`config.mk`:
```
export PLATFORM = sky130hd
export DESIGN_NAME = led_strip_animation_frame_generator_top
export DESIGN_NICKNAME = d
export VERILOG_FILES = /design/src/rtl/core/lsafg_pkg.sv /design/src/rtl/core/lsafg_front.sv /design/src/rtl/core/lsafg_cmd_queue.sv /design/src/rtl/core/lsafg_back.sv /design/src/rtl/core/led_strip_animation_frame_generator_top.sv
export SDC_FILE = /design/constraint.sdc
export NUM_CORES = 1
export LEC_CHECK = 0
export BUFFER_PORTS_ARGS = -buffer_cell sky130_fd_sc_hd__buf_2
export CAP_MARGIN = 20
export CELL_PAD_IN_SITES_DETAIL_PLACEMENT = 1
export CELL_PAD_IN_SITES_GLOBAL_PLACEMENT = 2
export CORE_MARGIN = 1.5
export CORE_UTILIZATION = 40
export CTS_CLUSTER_DIAMETER = 150
export DETAILED_ROUTE_END_ITERATION = 10
export GPL_TIMING_DRIVEN = 1
export PLACE_DENSITY = 0.75
export SLEW_MARGIN = 5
export SYNTH_ARGS = -nofsm -noshare
export SYNTH_HDL_FRONTEND = slang
export SYNTH_HIERARCHICAL = 1
export SYNTH_SLANG_ARGS = --single-unit
```
`constraint.sdc`:
```
create_clock -name i_clk -period 15 [get_ports i_clk]
set_input_delay 0.75 -clock i_clk [delete_from_list [all_inputs] [get_ports i_clk]]
set_output_delay 0.75 -clock i_clk [all_outputs]
set_load 0.005 [all_outputs]
```
`src/rtl/core/lsafg_pkg.sv`:
```
// lsafg_pkg: shared types and constants of the led strip animation frame generator
// used by every module under rtl/core; depends on nothing
`default_nettype none

package lsafg_pkg;

    localparam int NUM_LEDS_DEF  = 33;
    localparam int TRAIL_LEN_DEF = 10;

    localparam int PIX_W   = 6;
    localparam int COLOR_W = 24;
    localparam int HOLD_W  = 9;
    localparam int MODE_W  = 4;
    localparam int K_W     = 17;

    typedef enum logic [MODE_W-1:0] {
        MODE_DARK    = 4'd0,
        MODE_RAINBOW = 4'd1,
        MODE_BREATHE = 4'd2,
        MODE_WAVE    = 4'd3,
        MODE_TRAILS  = 4'd4,
        MODE_ALARM   = 4'd5,
        MODE_GREEN   = 4'd6,
        MODE_RED     = 4'd7,
        MODE_BLUE    = 4'd8
    } t_mode;

    typedef enum logic {
        CFG_MODE          = 1'b0,
        CFG_BREATHE_COLOR = 1'b1
    } t_cfg_index;

    localparam logic [COLOR_W-1:0] COLOR_GREEN = 24'h00ff00;
    localparam logic [COLOR_W-1:0] COLOR_RED   = 24'hff0000;
    localparam logic [COLOR_W-1:0] COLOR_BLUE  = 24'h0000ff;

    localparam logic [HOLD_W-1:0] HOLD_RAINBOW    = 9'd100;
    localparam logic [HOLD_W-1:0] HOLD_BREATHE    = 9'd30;
    localparam logic [HOLD_W-1:0] HOLD_WAVE       = 9'd80;
    localparam logic [HOLD_W-1:0] HOLD_TRAILS     = 9'd30;
    localparam logic [HOLD_W-1:0] HOLD_ALARM_LONG = 9'd400;
    localparam logic [HOLD_W-1:0] HOLD_ALARM      = 9'd200;

    typedef struct packed {
        t_mode               mode;
        logic [COLOR_W-1:0]  color;
        logic [K_W-1:0]      breathe_k;
        logic [7:0]          rainbow_offset;
        logic [PIX_W-1:0]    head_cw;
        logic [PIX_W-1:0]    head_ccw;
        logic [PIX_W-1:0]    wave_step;
        logic [1:0]          alarm_phase;
        logic [HOLD_W-1:0]   hold;
    } t_frame_cmd;

endpackage

`default_nettype wire

```
`src/rtl/core/lsafg_front.sv`:
```
// lsafg_front: accepts frame requests, holds configuration and animation state
// builds one frame command per request; depends on lsafg_pkg
`default_nettype none

module lsafg_front #(
    parameter int NUM_LEDS = lsafg_pkg::NUM_LEDS_DEF
) (
    input  wire logic                         i_clk,
    input  wire logic                         i_rst_n,
    input  wire logic                         i_valid,
    input  wire logic                         i_advance,
    output logic                              o_stall,
    input  wire logic                         i_cfg_we,
    input  wire logic                         i_cfg_index,
    input  wire logic [lsafg_pkg::COLOR_W-1:0] i_cfg_data,
    output logic                              o_push,
    output lsafg_pkg::t_frame_cmd             o_cmd,
    input  wire logic                         i_full
);

    localparam int PW = lsafg_pkg::PIX_W;
    localparam logic [PW-1:0] LAST_IDX = PW'(NUM_LEDS - 1);
    localparam logic [PW-1:0] HALF_IDX = PW'(NUM_LEDS / 2);

    typedef logic [lsafg_pkg::K_W-1:0] t_k_lut [51];

    // ceil(lvl * 2^16 / 50): colour * k >> 16 equals colour * lvl / 50 truncated
    function automatic t_k_lut f_k_lut();
        t_k_lut lut;
        for (int l = 0; l < 51; l++) begin
            lut[l] = lsafg_pkg::K_W'((l * 65536 + 49) / 50);
        end
        return lut;
    endfunction

    localparam t_k_lut BREATHE_K = f_k_lut();

    lsafg_pkg::t_mode             r_mode;
    logic [lsafg_pkg::COLOR_W-1:0] r_color;
    logic [7:0]                   r_offset, n_offset;
    logic [PW-1:0]                r_head_cw, n_head_cw;
    logic [PW-1:0]                r_head_ccw, n_head_ccw;
    logic [PW-1:0]                r_wave_step, n_wave_step;
    logic [5:0]                   r_level, n_level;
    logic                         r_rising, n_rising;
    logic [1:0]                   r_alarm, n_alarm;

    logic                         accept;
    logic [5:0]                   level_c;
    logic [5:0]                   level_t;
    logic [lsafg_pkg::HOLD_W-1:0] hold;

    assign o_stall = i_full;
    assign accept  = i_valid && !i_full;
    assign o_push  = accept;

    assign level_c = (r_level > 6'd50) ? 6'd50 : r_level;

    always_comb begin
        unique case (r_mode)
            lsafg_pkg::MODE_RAINBOW: hold = lsafg_pkg::HOLD_RAINBOW;
            lsafg_pkg::MODE_BREATHE: hold = lsafg_pkg::HOLD_BREATHE;
            lsafg_pkg::MODE_WAVE:    hold = lsafg_pkg::HOLD_WAVE;
            lsafg_pkg::MODE_TRAILS:  hold = lsafg_pkg::HOLD_TRAILS;
            lsafg_pkg::MODE_ALARM:   hold = (r_alarm == 2'd0) ? lsafg_pkg::HOLD_ALARM_LONG
                                                              : lsafg_pkg::HOLD_ALARM;
            default:                 hold = '0;
        endcase
    end

    always_comb begin
        o_cmd.mode           = r_mode;
        o_cmd.color          = r_color;
        o_cmd.breathe_k      = BREATHE_K[level_c];
        o_cmd.rainbow_offset = r_offset;
        o_cmd.head_cw        = r_head_cw;
        o_cmd.head_ccw       = r_head_ccw;
        o_cmd.wave_step      = r_wave_step;
        o_cmd.alarm_phase    = r_alarm;
        o_cmd.hold           = hold;
    end

    always_comb begin
        n_offset    = r_offset;
        n_head_cw   = r_head_cw;
        n_head_ccw  = r_head_ccw;
        n_wave_step = r_wave_step;
        n_level     = r_level;
        n_rising    = r_rising;
        n_alarm     = r_alarm;
        level_t     = level_c;
        if (accept && i_advance) begin
            unique case (r_mode)
                lsafg_pkg::MODE_RAINBOW: begin
                    n_offset = r_offset + 8'd5;
                end
                lsafg_pkg::MODE_BREATHE: begin
                    if (r_rising) begin
                        level_t = level_c + 6'd1;
                    end else begin
                        level_t = (level_c > 6'd0) ? level_c - 6'd1 : 6'd0;
                    end
                    if (level_t >= 6'd50) begin
                        level_t  = 6'd50;
                        n_rising = 1'b0;
                    end
                    if (level_t <= 6'd5) begin
                        level_t  = 6'd5;
                        n_rising = 1'b1;
                    end
                    n_level = level_t;
                end
                lsafg_pkg::MODE_WAVE: begin
                    n_wave_step = (r_wave_step == LAST_IDX) ? '0 : r_wave_step + PW'(1);
                end
                lsafg_pkg::MODE_TRAILS: begin
                    n_head_cw  = (r_head_cw == LAST_IDX) ? '0 : r_head_cw + PW'(1);
                    n_head_ccw = (r_head_ccw == '0) ? LAST_IDX : r_head_ccw - PW'(1);
                end
                lsafg_pkg::MODE_ALARM: begin
                    n_alarm = r_alarm + 2'd1;
                end
                default: begin
                end
            endcase
        end
    end

    always_ff @(posedge i_clk) begin
        if (!i_rst_n) begin
            r_mode      <= lsafg_pkg::MODE_RAINBOW;
            r_color     <= lsafg_pkg::COLOR_RED;
            r_offset    <= '0;
            r_head_cw   <= '0;
            r_head_ccw  <= HALF_IDX;
            r_wave_step <= '0;
            r_level     <= '0;
            r_rising    <= 1'b1;
            r_alarm     <= '0;
        end else if (i_cfg_we && i_cfg_index == lsafg_pkg::CFG_MODE) begin
            r_mode     <= lsafg_pkg::t_mode'(i_cfg_data[lsafg_pkg::MODE_W-1:0]);
            r_offset   <= '0;
            r_head_cw  <= '0;
            r_head_ccw <= HALF_IDX;
            r_alarm    <= '0;
        end else begin
            if (i_cfg_we && i_cfg_index == lsafg_pkg::CFG_BREATHE_COLOR) begin
                r_color <= i_cfg_data;
            end
            r_offset    <= n_offset;
            r_head_cw   <= n_head_cw;
            r_head_ccw  <= n_head_ccw;
            r_wave_step <= n_wave_step;
            r_level     <= n_level;
            r_rising    <= n_rising;
            r_alarm     <= n_alarm;
        end
    end

endmodule

`default_nettype wire

```
`src/rtl/core/lsafg_cmd_queue.sv`:
```
// lsafg_cmd_queue: two-entry queue of frame commands between front and back
// depends on lsafg_pkg
`default_nettype none

module lsafg_cmd_queue (
    input  wire logic                  i_clk,
    input  wire logic                  i_rst_n,
    input  wire logic                  i_push,
    input  lsafg_pkg::t_frame_cmd      i_cmd,
    output logic                       o_full,
    output logic                       o_valid,
    output lsafg_pkg::t_frame_cmd      o_cmd,
    input  wire logic                  i_pop
);

    lsafg_pkg::t_frame_cmd r_mem [2];
    logic                  r_wr_ptr;
    logic                  r_rd_ptr;
    logic [1:0]            r_count;
    logic                  do_push;
    logic                  do_pop;

    assign o_full  = (r_count == 2'd2);
    assign o_valid = (r_count != 2'd0);
    assign o_cmd   = r_mem[r_rd_ptr];
    assign do_push = i_push && !o_full;
    assign do_pop  = i_pop && o_valid;

    always_ff @(posedge i_clk) begin
        if (do_push) begin
            r_mem[r_wr_ptr] <= i_cmd;
        end
    end

    always_ff @(posedge i_clk) begin
        if (!i_rst_n) begin
            r_wr_ptr <= 1'b0;
            r_rd_ptr <= 1'b0;
            r_count  <= '0;
        end else begin
            if (do_push) begin
                r_wr_ptr <= !r_wr_ptr;
            end
            if (do_pop) begin
                r_rd_ptr <= !r_rd_ptr;
            end
            r_count <= r_count + {1'b0, do_push} - {1'b0, do_pop};
        end
    end

endmodule

`default_nettype wire

```
`src/rtl/core/lsafg_back.sv`:
```
// lsafg_back: walks the strip for each frame command, one pixel per cycle while i_stall is low
// two pipeline stages, the second is the output register; depends on lsafg_pkg
`default_nettype none

module lsafg_back #(
    parameter int NUM_LEDS  = lsafg_pkg::NUM_LEDS_DEF,
    parameter int TRAIL_LEN = lsafg_pkg::TRAIL_LEN_DEF
) (
    input  wire logic                          i_clk,
    input  wire logic                          i_rst_n,
    input  wire logic                          i_cmd_valid,
    input  lsafg_pkg::t_frame_cmd              i_cmd,
    output logic                               o_pop,
    output logic                               o_valid,
    input  wire logic                          i_stall,
    output logic [lsafg_pkg::PIX_W-1:0]        o_pixel_index,
    output logic [lsafg_pkg::COLOR_W-1:0]      o_pixel_color,
    output logic                               o_frame_last,
    output logic [lsafg_pkg::HOLD_W-1:0]       o_hold_ms
);

    localparam int PW = lsafg_pkg::PIX_W;
    localparam int PRW = lsafg_pkg::K_W + 8;
    localparam logic [PW:0]   N7       = (PW + 1)'(NUM_LEDS);
    localparam logic [PW-1:0] LAST_IDX = PW'(NUM_LEDS - 1);
    localparam logic [7:0]    STEP_Q   = 8'(256 / NUM_LEDS);
    localparam logic [PW:0]   STEP_R   = (PW + 1)'(256 % NUM_LEDS);
    localparam logic [PW:0]   TLEN     = (PW + 1)'(TRAIL_LEN);

    typedef logic [7:0] t_lut [16];

    function automatic t_lut f_trail_lut();
        t_lut lut;
        for (int t = 0; t < 16; t++) begin
            lut[t] = (t < TRAIL_LEN) ? 8'((255 * (TRAIL_LEN - t)) / TRAIL_LEN) : 8'd0;
        end
        return lut;
    endfunction

    localparam t_lut TRAIL_LUT = f_trail_lut();
    localparam t_lut WAVE_LUT  = '{
        8'd127, 8'd176, 8'd217, 8'd245, 8'd255, 8'd245, 8'd217, 8'd176,
        8'd127, 8'd78,  8'd37,  8'd9,   8'd0,   8'd9,   8'd37,  8'd78
    };

    function automatic logic [23:0] f_wheel(input logic [7:0] pos);
        logic [7:0] p;
        logic [7:0] q;
        logic [9:0] q3;
        logic [23:0] c;
        p = 8'd255 - pos;
        if (p < 8'd85) begin
            q = p;
        end else if (p < 8'd170) begin
            q = p - 8'd85;
        end else begin
            q = p - 8'd170;
        end
        q3 = {2'b00, q} * 10'd3;
        if (p < 8'd85) begin
            c = {8'd255 - q3[7:0], 8'd0, q3[7:0]};
        end else if (p < 8'd170) begin
            c = {8'd0, q3[7:0], 8'd255 - q3[7:0]};
        end else begin
            c = {q3[7:0], 8'd255 - q3[7:0], 8'd0};
        end
        return c;
    endfunction

    logic [PW-1:0] r_pix;
    logic [7:0]    r_rq, n_rq;
    logic [PW:0]   r_rr, n_rr;

    logic          en;
    logic          issue;
    logic          last;
    logic [PW:0]   rr_sum;
    logic          rr_wrap;
    logic [PW:0]   t1_sum, t1;
    logic [PW:0]   t2_sum, t2;

    logic                         r_s1_valid;
    lsafg_pkg::t_mode             r_s1_mode;
    logic [PW-1:0]                r_s1_index;
    logic                         r_s1_last;
    logic [lsafg_pkg::HOLD_W-1:0] r_s1_hold;
    logic [7:0]                   r_s1_pos;
    logic [3:0]                   r_s1_wave;
    logic                         r_s1_t1_hit;
    logic [3:0]                   r_s1_t1;
    logic                         r_s1_t2_hit;
    logic [3:0]                   r_s1_t2;
    logic                         r_s1_alarm_on;
    logic [PRW-1:0]               r_s1_prod_r, r_s1_prod_g, r_s1_prod_b;

    logic                         r_s2_valid;
    logic [PW-1:0]                r_s2_index;
    logic [lsafg_pkg::COLOR_W-1:0] r_s2_color, n_s2_color;
    logic                         r_s2_last;
    logic [lsafg_pkg::HOLD_W-1:0] r_s2_hold;
    logic [7:0]                   trail_b;

    assign en    = !r_s2_valid || !i_stall;
    assign issue = en && i_cmd_valid;
    assign last  = (r_pix == LAST_IDX);
    assign o_pop = issue && last;

    // running i * 256 / n as quotient and remainder
    assign rr_sum  = r_rr + STEP_R;
    assign rr_wrap = (rr_sum >= N7);
    assign n_rr    = rr_wrap ? rr_sum - N7 : rr_sum;
    assign n_rq    = r_rq + STEP_Q + {7'd0, rr_wrap};

    assign t1_sum = {1'b0, i_cmd.head_cw} + N7 - {1'b0, r_pix};
    assign t1     = (t1_sum >= N7) ? t1_sum - N7 : t1_sum;
    assign t2_sum = {1'b0, r_pix} + N7 - {1'b0, i_cmd.head_ccw};
    assign t2     = (t2_sum >= N7) ? t2_sum - N7 : t2_sum;

    always_ff @(posedge i_clk) begin
        if (!i_rst_n) begin
            r_pix <= '0;
            r_rq  <= '0;
            r_rr  <= '0;
        end else if (issue) begin
            if (last) begin
                r_pix <= '0;
                r_rq  <= '0;
                r_rr  <= '0;
            end else begin
                r_pix <= r_pix + PW'(1);
                r_rq  <= n_rq;
                r_rr  <= n_rr;
            end
        end
    end

    always_ff @(posedge i_clk) begin
        if (!i_rst_n) begin
            r_s1_valid <= 1'b0;
        end else if (en) begin
            r_s1_valid <= issue;
        end
    end

    always_ff @(posedge i_clk) begin
        if (issue) begin
            r_s1_mode     <= i_cmd.mode;
            r_s1_index    <= r_pix;
            r_s1_last     <= last;
            r_s1_hold     <= last ? i_cmd.hold : '0;
            r_s1_pos      <= r_rq + i_cmd.rainbow_offset;
            r_s1_wave     <= r_pix[3:0] + i_cmd.wave_step[3:0];
            r_s1_t1_hit   <= (t1 < TLEN);
            r_s1_t1       <= t1[3:0];
            r_s1_t2_hit   <= (t2 < TLEN);
            r_s1_t2       <= t2[3:0];
            r_s1_alarm_on <= i_cmd.alarm_phase[0];
            r_s1_prod_r   <= {{(PRW-8){1'b0}}, i_cmd.color[23:16]}
                           * {8'd0, i_cmd.breathe_k};
            r_s1_prod_g   <= {{(PRW-8){1'b0}}, i_cmd.color[15:8]}
                           * {8'd0, i_cmd.breathe_k};
            r_s1_prod_b   <= {{(PRW-8){1'b0}}, i_cmd.color[7:0]}
                           * {8'd0, i_cmd.breathe_k};
        end
    end

    always_comb begin
        trail_b = 8'd0;
        if (r_s1_t1_hit) begin
            trail_b = TRAIL_LUT[r_s1_t1];
        end
        if (r_s1_t2_hit) begin
            trail_b = TRAIL_LUT[r_s1_t2];
        end
    end

    always_comb begin
        unique case (r_s1_mode)
            lsafg_pkg::MODE_RAINBOW: n_s2_color = f_wheel(r_s1_pos);
            lsafg_pkg::MODE_BREATHE: n_s2_color = {r_s1_prod_r[23:16], r_s1_prod_g[23:16],
                                                   r_s1_prod_b[23:16]};
            lsafg_pkg::MODE_WAVE:    n_s2_color = {16'd0, WAVE_LUT[r_s1_wave]};
            lsafg_pkg::MODE_TRAILS:  n_s2_color = {16'd0, trail_b};
            lsafg_pkg::MODE_ALARM:   n_s2_color = r_s1_alarm_on ? lsafg_pkg::COLOR_GREEN
                                                                : 24'd0;
            lsafg_pkg::MODE_GREEN:   n_s2_color = lsafg_pkg::COLOR_GREEN;
            lsafg_pkg::MODE_RED:     n_s2_color = lsafg_pkg::COLOR_RED;
            lsafg_pkg::MODE_BLUE:    n_s2_color = lsafg_pkg::COLOR_BLUE;
            default:                 n_s2_color = 24'd0;
        endcase
    end

    always_ff @(posedge i_clk) begin
        if (!i_rst_n) begin
            r_s2_valid <= 1'b0;
        end else if (en) begin
            r_s2_valid <= r_s1_valid;
        end
    end

    always_ff @(posedge i_clk) begin
        if (en && r_s1_valid) begin
            r_s2_index <= r_s1_index;
            r_s2_color <= n_s2_color;
            r_s2_last  <= r_s1_last;
            r_s2_hold  <= r_s1_hold;
        end
    end

    assign o_valid       = r_s2_valid;
    assign o_pixel_index = r_s2_index;
    assign o_pixel_color = r_s2_color;
    assign o_frame_last  = r_s2_last;
    assign o_hold_ms     = r_s2_hold;

    a_pix_range: assert property (@(posedge i_clk) disable iff (!i_rst_n)
        r_pix <= LAST_IDX)
        else $error("pixel counter beyond strip length");

    a_last_index: assert property (@(posedge i_clk) disable iff (!i_rst_n)
        (r_s2_valid && r_s2_last) |-> (r_s2_index == LAST_IDX))
        else $error("frame end flagged on wrong pixel");

    a_hold_only_last: assert property (@(posedge i_clk) disable iff (!i_rst_n)
        (r_s2_valid && !r_s2_last) |-> (r_s2_hold == '0))
        else $error("hold time on a pixel that is not last");

    a_pop_at_end: assert property (@(posedge i_clk) disable iff (!i_rst_n)
        o_pop |=> (r_pix == '0))
        else $error("pixel counter not restarted after frame");

endmodule

`default_nettype wire

```
`src/rtl/core/led_strip_animation_frame_generator_top.sv`:
```
// Each accepted request produces one frame of NUM_LEDS pixel results, one per cycle in strip
// order while i_stall is low, the last one flagged and carrying the hold time. The first pixel
// passes the command queue and both back-end stage registers. The front end accepts a request
// in any cycle the two-entry command queue has room, so consecutive frames stream with no gap.
// The user must write mode and breathe colour only while idle; the block does not enforce it.
// top level: instantiates lsafg_front, lsafg_cmd_queue and lsafg_back; depends on lsafg_pkg
`default_nettype none

module led_strip_animation_frame_generator_top #(
    parameter int NUM_LEDS  = lsafg_pkg::NUM_LEDS_DEF,
    parameter int TRAIL_LEN = lsafg_pkg::TRAIL_LEN_DEF
) (
    input  wire logic                          i_clk,
    input  wire logic                          i_rst_n,
    input  wire logic                          i_valid,
    input  wire logic                          i_advance,
    output logic                               o_stall,
    input  wire logic                          i_cfg_we,
    input  wire logic                          i_cfg_index,
    input  wire logic [lsafg_pkg::COLOR_W-1:0] i_cfg_data,
    output logic                               o_valid,
    input  wire logic                          i_stall,
    output logic [lsafg_pkg::PIX_W-1:0]        o_pixel_index,
    output logic [lsafg_pkg::COLOR_W-1:0]      o_pixel_color,
    output logic                               o_frame_last,
    output logic [lsafg_pkg::HOLD_W-1:0]       o_hold_ms
);

    logic                  push;
    logic                  full;
    logic                  q_valid;
    logic                  pop;
    lsafg_pkg::t_frame_cmd front_cmd;
    lsafg_pkg::t_frame_cmd head_cmd;

    lsafg_front #(
        .NUM_LEDS (NUM_LEDS)
    ) u_front (
        .i_clk       (i_clk),
        .i_rst_n     (i_rst_n),
        .i_valid     (i_valid),
        .i_advance   (i_advance),
        .o_stall     (o_stall),
        .i_cfg_we    (i_cfg_we),
        .i_cfg_index (i_cfg_index),
        .i_cfg_data  (i_cfg_data),
        .o_push      (push),
        .o_cmd       (front_cmd),
        .i_full      (full)
    );

    lsafg_cmd_queue u_queue (
        .i_clk   (i_clk),
        .i_rst_n (i_rst_n),
        .i_push  (push),
        .i_cmd   (front_cmd),
        .o_full  (full),
        .o_valid (q_valid),
        .o_cmd   (head_cmd),
        .i_pop   (pop)
    );

    lsafg_back #(
        .NUM_LEDS  (NUM_LEDS),
        .TRAIL_LEN (TRAIL_LEN)
    ) u_back (
        .i_clk         (i_clk),
        .i_rst_n       (i_rst_n),
        .i_cmd_valid   (q_valid),
        .i_cmd         (head_cmd),
        .o_pop         (pop),
        .o_valid       (o_valid),
        .i_stall       (i_stall),
        .o_pixel_index (o_pixel_index),
        .o_pixel_color (o_pixel_color),
        .o_frame_last  (o_frame_last),
        .o_hold_ms     (o_hold_ms)
    );

endmodule

`default_nettype wire
```
==> results of run 1 <==
==> stage by stage <==
stage | utilization | std cells | setup WS, ns | hold WS [ns] | power [mW]
after floorplan | - | 2877 | 9.434 | 0.4003 | 3.747
after global placement | 0.4172 | 3799 | 7.849 | 0.4051 | 4.526
after detailed placement | 0.4172 | 3799 | 7.775 | 0.4051 | 4.679
after CTS | 0.4362 | 3878 | 7.783 | 0.3598 | 5.764
after global routing | 0.4365 | 3880 | 7.499 | 0.3795 | 6.240
final | 0.4366 | 3882 | 7.940 | 0.3918 | 5.672
==> report_power, final <==
group	internal [mW]	total [mW]	switching, mW
logic	1.30	3.21	1.91
registers	1.31	1.42	0.107
clock network	0.596	1.04	0.447
total	3.21	5.67	2.46
==> per-layer routing <==
metal,track usage,vias to the layer above
li1,-,9581
met1,0.2712,10440
met2,0.3437,271
met3,0.02535,90
met4,0.04649,0
met5,0,-
==> path summary, 6_finish.rpt <==
kind,start,end,depth (start not counted)
worst min-delay path,i_cfg_data[19],u_front/r_color[19],3
worst max-delay path,flop,u_back/r_s1_prod_r[23],18
worst max register to register,flop,u_back/r_s1_prod_r[23],18
worst min register to register,u_back/r_s1_hold[6],u_back/o_hold_ms[6],0
==> cell usage in the layout (no fill, tap or decap), types with 17 or more instances in the layout <==
cell type and instances:
a211oi_1 20, a21boi_0 27, a21o_1 26, a21oi_1 110, and2_1 348, buf_2 72, clkbuf_16 43, dfxtp_1 90
edfxtp_1 265, fa_1 269, ha_1 228, inv_1 382, mux2_4 77, mux2i_1 17, nand2_1 220, nand3_1 37
nand4_1 18, nor2_1 123, nor2b_1 22, nor3_1 30, o21ai_0 69, xnor2_1 71, xor2_1 34
==> sequential cells by signal, summed over array words and instances (netlist names), 7 cells and up, named ones only <==
register / flops
u_back/r_s1_pos: 8
u_back/r_s1_prod_r: 8
u_back/o_hold_ms: 9
u_back/r_s1_prod_g: 8
u_back/r_s1_hold: 9
u_front/r_color: 24
u_queue/r_mem: 158
u_back/r_rq: 8
u_back/r_s1_prod_b: 8
u_back/r_rr: 7
u_back/o_pixel_color: 24
u_front/r_offset: 8
==> critical path: cells and delay by family, from the launching register on <==
kind,cells,cell delay (ns)
AO/OA/AOI/OAI,4,1.25
flip-flops,1,0.85
multiplexers,1,0.48
XOR/XNOR,1,0.13
adder cells (fa/ha/maj),5,2.40
buffers and inverters,3,0.87
AND/OR/NAND/NOR,4,0.72
==> layout make-up <==
cell class | instances | area [um2] | share of cell area
Multi-Input combinational cell | 2002 | 18210 | 0.5593
Sequential cell | 356 | 9783 | 0.3005
Inverter | 389 | 1460 | 0.04485
Tap cell | 969 | 1212 | 0.03724
Clock buffer | 51 | 1116 | 0.03428
Timing Repair Buffer | 85 | 470.5 | 0.01445
Clock inverter | 28 | 300.3 | 0.009223
Antenna cell | 2 | 5.005 | 0.0001537
==> impl_metrics.ini, run 1 <==
[run_status]
outcome = complete, no violations

[critical_path]
critPathMostFrequentCell = fa_1
critPathSlowestCell = dfxtp_4
rrSetupSlack_ns = 7.94
cp-end-kind = flop
cp.required_ns = 15.33
arrival_ns = 7.39
critical_path_peak_fanout = 41
worstSetupPathType = flop to flop
slowest_delay_ns = 0.85
worstSetupStartpointType = flop
worstPathCellList = buf_4 -> mux2_4 -> and2_1 -> fa_1 -> fa_1 -> fa_1 -> inv_1 -> fa_1 -> inv_1 -> ha_1 -> a21oi_1 -> nand2_1 -> a221oi_1 -> o221ai_2 -> nor4_2 -> nor4b_2 -> a311oi_1 -> xnor2_1

[floorplanning]
dieArea_mm2 = 0.07701
initial_core_util = 0.4042
coreArea_mm2 = 0.07457
fp.dieW_um = 277.5
die_h_um = 277.5
rows = 100
ios = 73

[sta]
rsz0062_at_grt = no
max_freq_ghz = 0.1416
post-route-period-util = 0.4707
max_slew_margin = 0.3123
worst_pin_slew_ns = 1.024
min_period_ns = 7.060
finalMaxSlewViolations = 0
skew_ns = 0.03246
setup_viol = 0
setup_tns_ns = 0
hold_viol = 0

[flow_run]
maxCapViolCount = 0

[routing]
wl_um = 76010
wl_per_cell_um = 19.58
met2_length_um = 36550
drc = 0
drt_iter0_markers = 961
wl_met1_um = 35840
drtPass1Iterations = 5
avgViaCountPerCell = 5.250
vias = 20382
ant_nets = 0
wl_met3_um = 2264
top_layer = met4

[placed_design]
post-dp-hpwl_um = 55790
placed_area_mm2 = 0.03111
port-buffer-count = 72
gp_congestion = 0.8094

[synthesis]
synthesis.nets = 3405
syn_area_per_cell_um2 = 10.48
yosysWarnings = 6
synthCells = 2877
syn-cell-area_mm2 = 0.03014

[global_routing]
grt_pass1_wl_um = 123600
grt.overflow.total = 0
grt_usage = 0.2011
grt_pass1_vias = 22481
grt_max_degree = 73
antenna_found_initial = 2

[hold_path]
min_path_type = input pin to flop

[cts]
cts_buffers = 43
ctsResizeCount = 0
ctsRootBufferMaster = clkbuf_16
cts_tree = done
hold_buffers = 0
htree_levels = 2
path_clk_slew_ns = 0.06
clock_latency_ns = 0.59
clock-sinks = 356
cts_max_path_buffers = 3
postCtsSetupBuffers = 0

[final_layout]
postLayoutCellArea_mm2 = 0.03256
n_fill_cell = 8149
drive_gt1_frac = 0.09928
syn2layout_area_growth_pct = 8.020
num-nets-final = 3405

[power]
p_leak_nw = 14.12
peakVddDrop_mv = 0.09406
power.density_mw_per_mm2 = 174.2
No activity file was read; power rests on OpenSTA's default activity.
==> run 2: changes to the inputs <==
ABC_AREA = 1   (was default)
PLACE_DENSITY = 0.8   (was 0.75)
clock period = 6.7 ns   (was 15 ns; I/O delays follow)
==> impl_metrics.ini, run 2 <==
[global_routing]
grt_max_degree = 72
antenna_found_initial = 2
grt.overflow.total = 0
grt_pass1_vias = 25514
grt_pass1_wl_um = 139100
grt_usage = 0.2167

[critical_path]
critical_path_peak_fanout = 26
rrSetupSlack_ns = 1.17
ff2ff_path_depth = 19
worstSetupPathType = flop to flop
cp.required_ns = 7.04
cp-end-kind = flop
arrival_ns = 5.86
critPathCapture = u_back/r_s1_prod_r[22]
r2r-end = u_back/r_s1_prod_r[22]
worstSetupStartpointType = flop

[sta]
rsz0062_at_grt = no
worst_pin_slew_ns = 1.115
finalWorstSetupSlack_ns = 1.173
setup_tns_ns = 0
setup_viol = 0
max_slew_margin = 0.2565
skew_ns = 0.02202
finalMaxSlewViolations = 0
hold_viol = 0
max_freq_ghz = 0.1809
post-route-period-util = 0.8249
min_period_ns = 5.527

[cts]
ctsRootBufferMaster = clkbuf_16
path_clk_slew_ns = 0.07
cts_max_path_buffers = 3
ctsResizeCount = 0
clock-sinks = 356
htree_levels = 2
cts_buffers = 43
postCtsSetupBuffers = 0
hold_buffers = 14
cts_tree = done
clock_latency_ns = 0.58

[power]
cell_internal_pwr_mw = 6.802
power.density_mw_per_mm2 = 371.7
combinationalPowerShare = 0.581
peakVddDrop_mv = 0.2363
seq_power_share = 0.241
p_leak_nw = 18.01
clockPowerShare = 0.178
switching_share = 0.4662
switchingPower_mw = 5.940

[synthesis]
synthCells = 3737
synthesis.nets = 4265
syn_area_per_cell_um2 = 8.458
yosysWarnings = 6
syn-cell-area_mm2 = 0.03161

[final_layout]
postLayoutCellArea_mm2 = 0.03428
drive_gt1_frac = 0.07968
num-nets-final = 4283
n_fill_cell = 9314
final_cell_mix = inv_1, nand2_1, fa_1, edfxtp_1, ha_1
largest_reg_flops = 158
layout.core_utilization = 0.4404
top_register = u_queue/r_mem
syn2layout_area_growth_pct = 8.464
layout_commonest_cell = inv_1

[placed_design]
dp_slack_ns = 1.135
placed_area_mm2 = 0.03275
post-dp-hpwl_um = 64930
port-buffer-count = 72
gp_congestion = 0.8740

[floorplanning]
fp.dieW_um = 284.1
coreArea_mm2 = 0.07785
rows = 102
die_h_um = 284.1
initial_core_util = 0.4060
ios = 73
dieArea_mm2 = 0.08071

[hold_path]
min_path_type = input pin to flop

[routing]
ant_nets = 0
drtPass1Iterations = 7
wl_um = 85640
avgViaCountPerCell = 4.917
wl_per_cell_um = 17.72
drt_iter0_markers = 1277
vias = 23757
drc = 0

[run_status]
outcome = complete, no violations

[flow_run]
maxCapViolCount = 0
==> run 2: cell count changes in the layout (fill, tap and decap cells not counted), sizes merged, moves of 29 or more <==
cell and delta:
nand3 +110, nor2 +90, inv +506, and2 -349, xnor2 -53, o21ai +88
a21oi +29, nand2 +625
==> run 2: per-stage QoR <==
stage          power (mW)  hold slack (ns)  std cells
2_1_floorplan       8.487           0.4003       3737
3_3_place_gp        10.52           0.4014       4736
3_5_place_dp        10.59           0.4051       4736
4_1_cts             12.97        0.0003368       4830
5_1_grt             14.16          0.03145       4830
6_report            12.74          0.02718       4832
==> run 2: worst min path at each step <==
stage               slack [ns]                  from                       to  cells after the start
global route              0.03        i_cfg_data[17]      u_front/r_color[17]                      3
CTS                     0.0003        i_cfg_data[13]      u_front/r_color[13]                      3
global placement          0.40  u_back/r_s1_index[2]  u_back/o_pixel_index[2]                      0
detailed placement        0.41   u_back/r_s1_hold[6]      u_back/o_hold_ms[6]                      0
finish                    0.03        i_cfg_data[13]      u_front/r_color[13]                      3
floorplan                 0.40      u_back/r_s1_last      u_back/o_frame_last                      0
==> run 2: area by class of cell <==
type,instances,area (um2),area share
well taps,1040,1301,0.03796
clock inverters,20,209.0,0.006095
multi-input cells,2353,17810,0.5197
clock buffers,60,1180,0.03442
flip-flops and latches,356,9783,0.2854
repair buffers,99,598.1,0.01745
inverters,902,3391,0.09891
diodes,2,5.005,0.0001460
==> run 2: worst max-delay path, cell delays in order, from the launching register on <==
cell and delay, ns:
dfxtp_4 0.67, buf_4 0.33, mux2_4 0.47, nand2_1 0.11, inv_1 0.06, fa_1 0.55, inv_1 0.06, fa_1 0.54
inv_1 0.06, fa_1 0.52, inv_1 0.05, fa_1 0.53, inv_1 0.04, ha_1 0.36, nand2_1 0.13, nor3_1 0.20
nor3b_1 0.29, o21ai_0 0.14, nand3_1 0.11, xor2_1 0.06
==> run 2: routing by layer <==
layer | up-vias | track usage | routed length, um
met5 | - | 0 | 0
met4 | 0 | 0.04960 | 1755
met3 | 95 | 0.02384 | 2573
met2 | 308 | 0.3657 | 40160
met1 | 11727 | 0.2984 | 41160
li1 | 11627 | - | -
==> run 2: power by group through the flow <==
stage	logic (mW)	clock network [mW]	registers, mW
floorplan	5.47	0	3.02
global placement	7.41	0	3.11
detailed placement	7.47	0	3.12
CTS	7.55	2.35	3.08
global route	8.64	2.42	3.10
finish	7.40	2.27	3.07
==> run 3: changes to the inputs <==
ABC_AREA = 0   (was 1)
PLACE_DENSITY = 0.75   (was 0.8)
clock period = 5.6 ns   (was 6.7 ns; I/O delays follow)
==> impl_metrics.ini, run 3 (synthesis gave the netlist of run 1 again) <==
[run_status]
outcome = complete, no violations

[power]
switchingPower_mw = 7.181
cell_internal_pwr_mw = 9.621
power.density_mw_per_mm2 = 488.4
total_power_mw = 16.80
p_leak_nw = 14.98
clockPowerShare = 0.175
switching_share = 0.4274
peakVddDrop_mv = 0.3233
combinationalPowerShare = 0.597
seq_power_share = 0.228

[flow_run]
maxCapViolCount = 0

[floorplanning]
ios = 73
coreArea_mm2 = 0.07457
dieArea_mm2 = 0.07701
rows = 100
fp.dieW_um = 277.5
initial_core_util = 0.4042
die_h_um = 277.5

[sta]
setup_tns_ns = 0
hold_viol = 0
timing.hold.ws_ns = 0.1322
setup_viol = 0
finalMaxSlewViolations = 0
max_freq_ghz = 0.1805
min_period_ns = 5.541
worst_pin_slew_ns = 1.041
post-route-period-util = 0.9895
rsz0062_at_grt = yes
max_slew_margin = 0.3015
finalWorstSetupSlack_ns = 0.05857
skew_ns = 0.03342

[global_routing]
grt_pass1_wl_um = 128300
grt.overflow.total = 0
grt_max_degree = 68
grt_usage = 0.2099
grt_pass1_vias = 22887
antenna_found_initial = 2

[routing]
wl_um = 80730
drtPass1Iterations = 5
drt_iter0_markers = 1001
vias = 20914
ant_nets = 0
wl_per_cell_um = 20.04
avgViaCountPerCell = 5.191
drc = 0

[final_layout]
final_cell_mix = inv_1, and2_1, edfxtp_1, fa_1, nand2_1
layout_commonest_cell = inv_1
layout.core_utilization = 0.4614
final_cells = 4029
largest_reg_flops = 158
top_register = u_queue/r_mem
drive_gt1_frac = 0.1546
postLayoutCellArea_mm2 = 0.03440
num-nets-final = 3556
syn2layout_area_growth_pct = 14.15
n_fill_cell = 8133

[cts]
clock_latency_ns = 0.60
ctsRootBufferMaster = clkbuf_16
htree_levels = 2
cts_buffers = 41
cts_tree = done
path_clk_slew_ns = 0.06
cts_max_path_buffers = 3
clock-sinks = 356

[critical_path]
arrival_ns = 5.88
critPathCapture = u_back/r_s1_prod_r[22]
worstSetupPathType = flop to flop
r2r-end = u_back/r_s1_prod_r[22]
cp.required_ns = 5.94
ff2ff_path_depth = 18
critical_path_peak_fanout = 8
cp-end-kind = flop
rrSetupSlack_ns = 0.06
worstSetupStartpointType = flop

[placed_design]
gp_congestion = 0.8397
placed_area_mm2 = 0.03154
post-dp-hpwl_um = 59780
placedCellCount = 3849
dp_slack_ns = -0.1737
port-buffer-count = 72

[hold_path]
min_path_cells = 4
min_path_type = input pin to flop
[run 3: final cells by class]
class | instances | area (um2) | area share
Clock inverter | 27 | 411.6 | 0.01196
Multi-Input combinational cell | 2005 | 18560 | 0.5395
Timing Repair Buffer | 235 | 1873 | 0.05444
Antenna cell | 1 | 2.502 | 0.00007274
Sequential cell | 356 | 9783 | 0.2844
Tap cell | 969 | 1212 | 0.03524
Clock buffer | 47 | 1101 | 0.03200
Inverter | 389 | 1460 | 0.04244
[run 3: worst min-delay path by stage]
stage / startpoint / end / slack, ns
floorplan: u_back/r_s1_last / u_back/o_frame_last / 0.40
global placement: u_back/r_s1_index[1] / u_back/o_pixel_index[1] / 0.40
detailed placement: u_back/r_s1_index[4] / u_back/o_pixel_index[4] / 0.41
CTS: i_cfg_index / u_front/r_mode[3] / 0.10
global route: i_cfg_index / u_front/r_mode[3] / 0.15
finish: i_cfg_index / u_front/r_mode[3] / 0.13
[run 3: what timing repair did]
item                                   4_1_cts  5_1_grt
pin swaps                                   13       81
hold buffers                                25        0
setup endpoints to repair                    5       17
cloned                                       2        2
setup buffers                               31       45
resized for setup                           23       74
endpoints found under the hold margin       29        0
[run 3: worst max-delay path, cell delays in order (launching register included)]
cell      delay (ns)
dfxtp_4         0.36
buf_12          0.13
buf_4           0.14
mux2_4          0.35
buf_4           0.17
and2_1          0.17
fa_1            0.52
fa_1            0.54
fa_1            0.56
fa_1            0.46
ha_4            0.31
nand4_1         0.16
or3_4           0.41
o221ai_4        0.23
nor4_4          0.07
nor4b_4         0.36
buf_4           0.18
a31oi_1         0.07
o31a_1          0.11
[run 3: per-layer routing]
metal,GRT usage,vias to the layer above,routed length [um]
met4,0.05142,0,1652
met2,0.3475,295,38130
met5,0,-,0
met3,0.02998,97,2946
met1,0.2889,10629,37990
li1,-,9893,-
[run 3: power by group through the flow]
stage          clock network (mW)  registers, mW  logic (mW)
2_1_floorplan                   0           3.72        6.32
3_3_place_gp                    0           3.87        8.62
3_5_place_dp                    0           3.89        8.95
4_1_cts                      3.02           3.84        9.49
5_1_grt                      3.12           3.89        11.3
6_report                     2.94           3.83        10.0
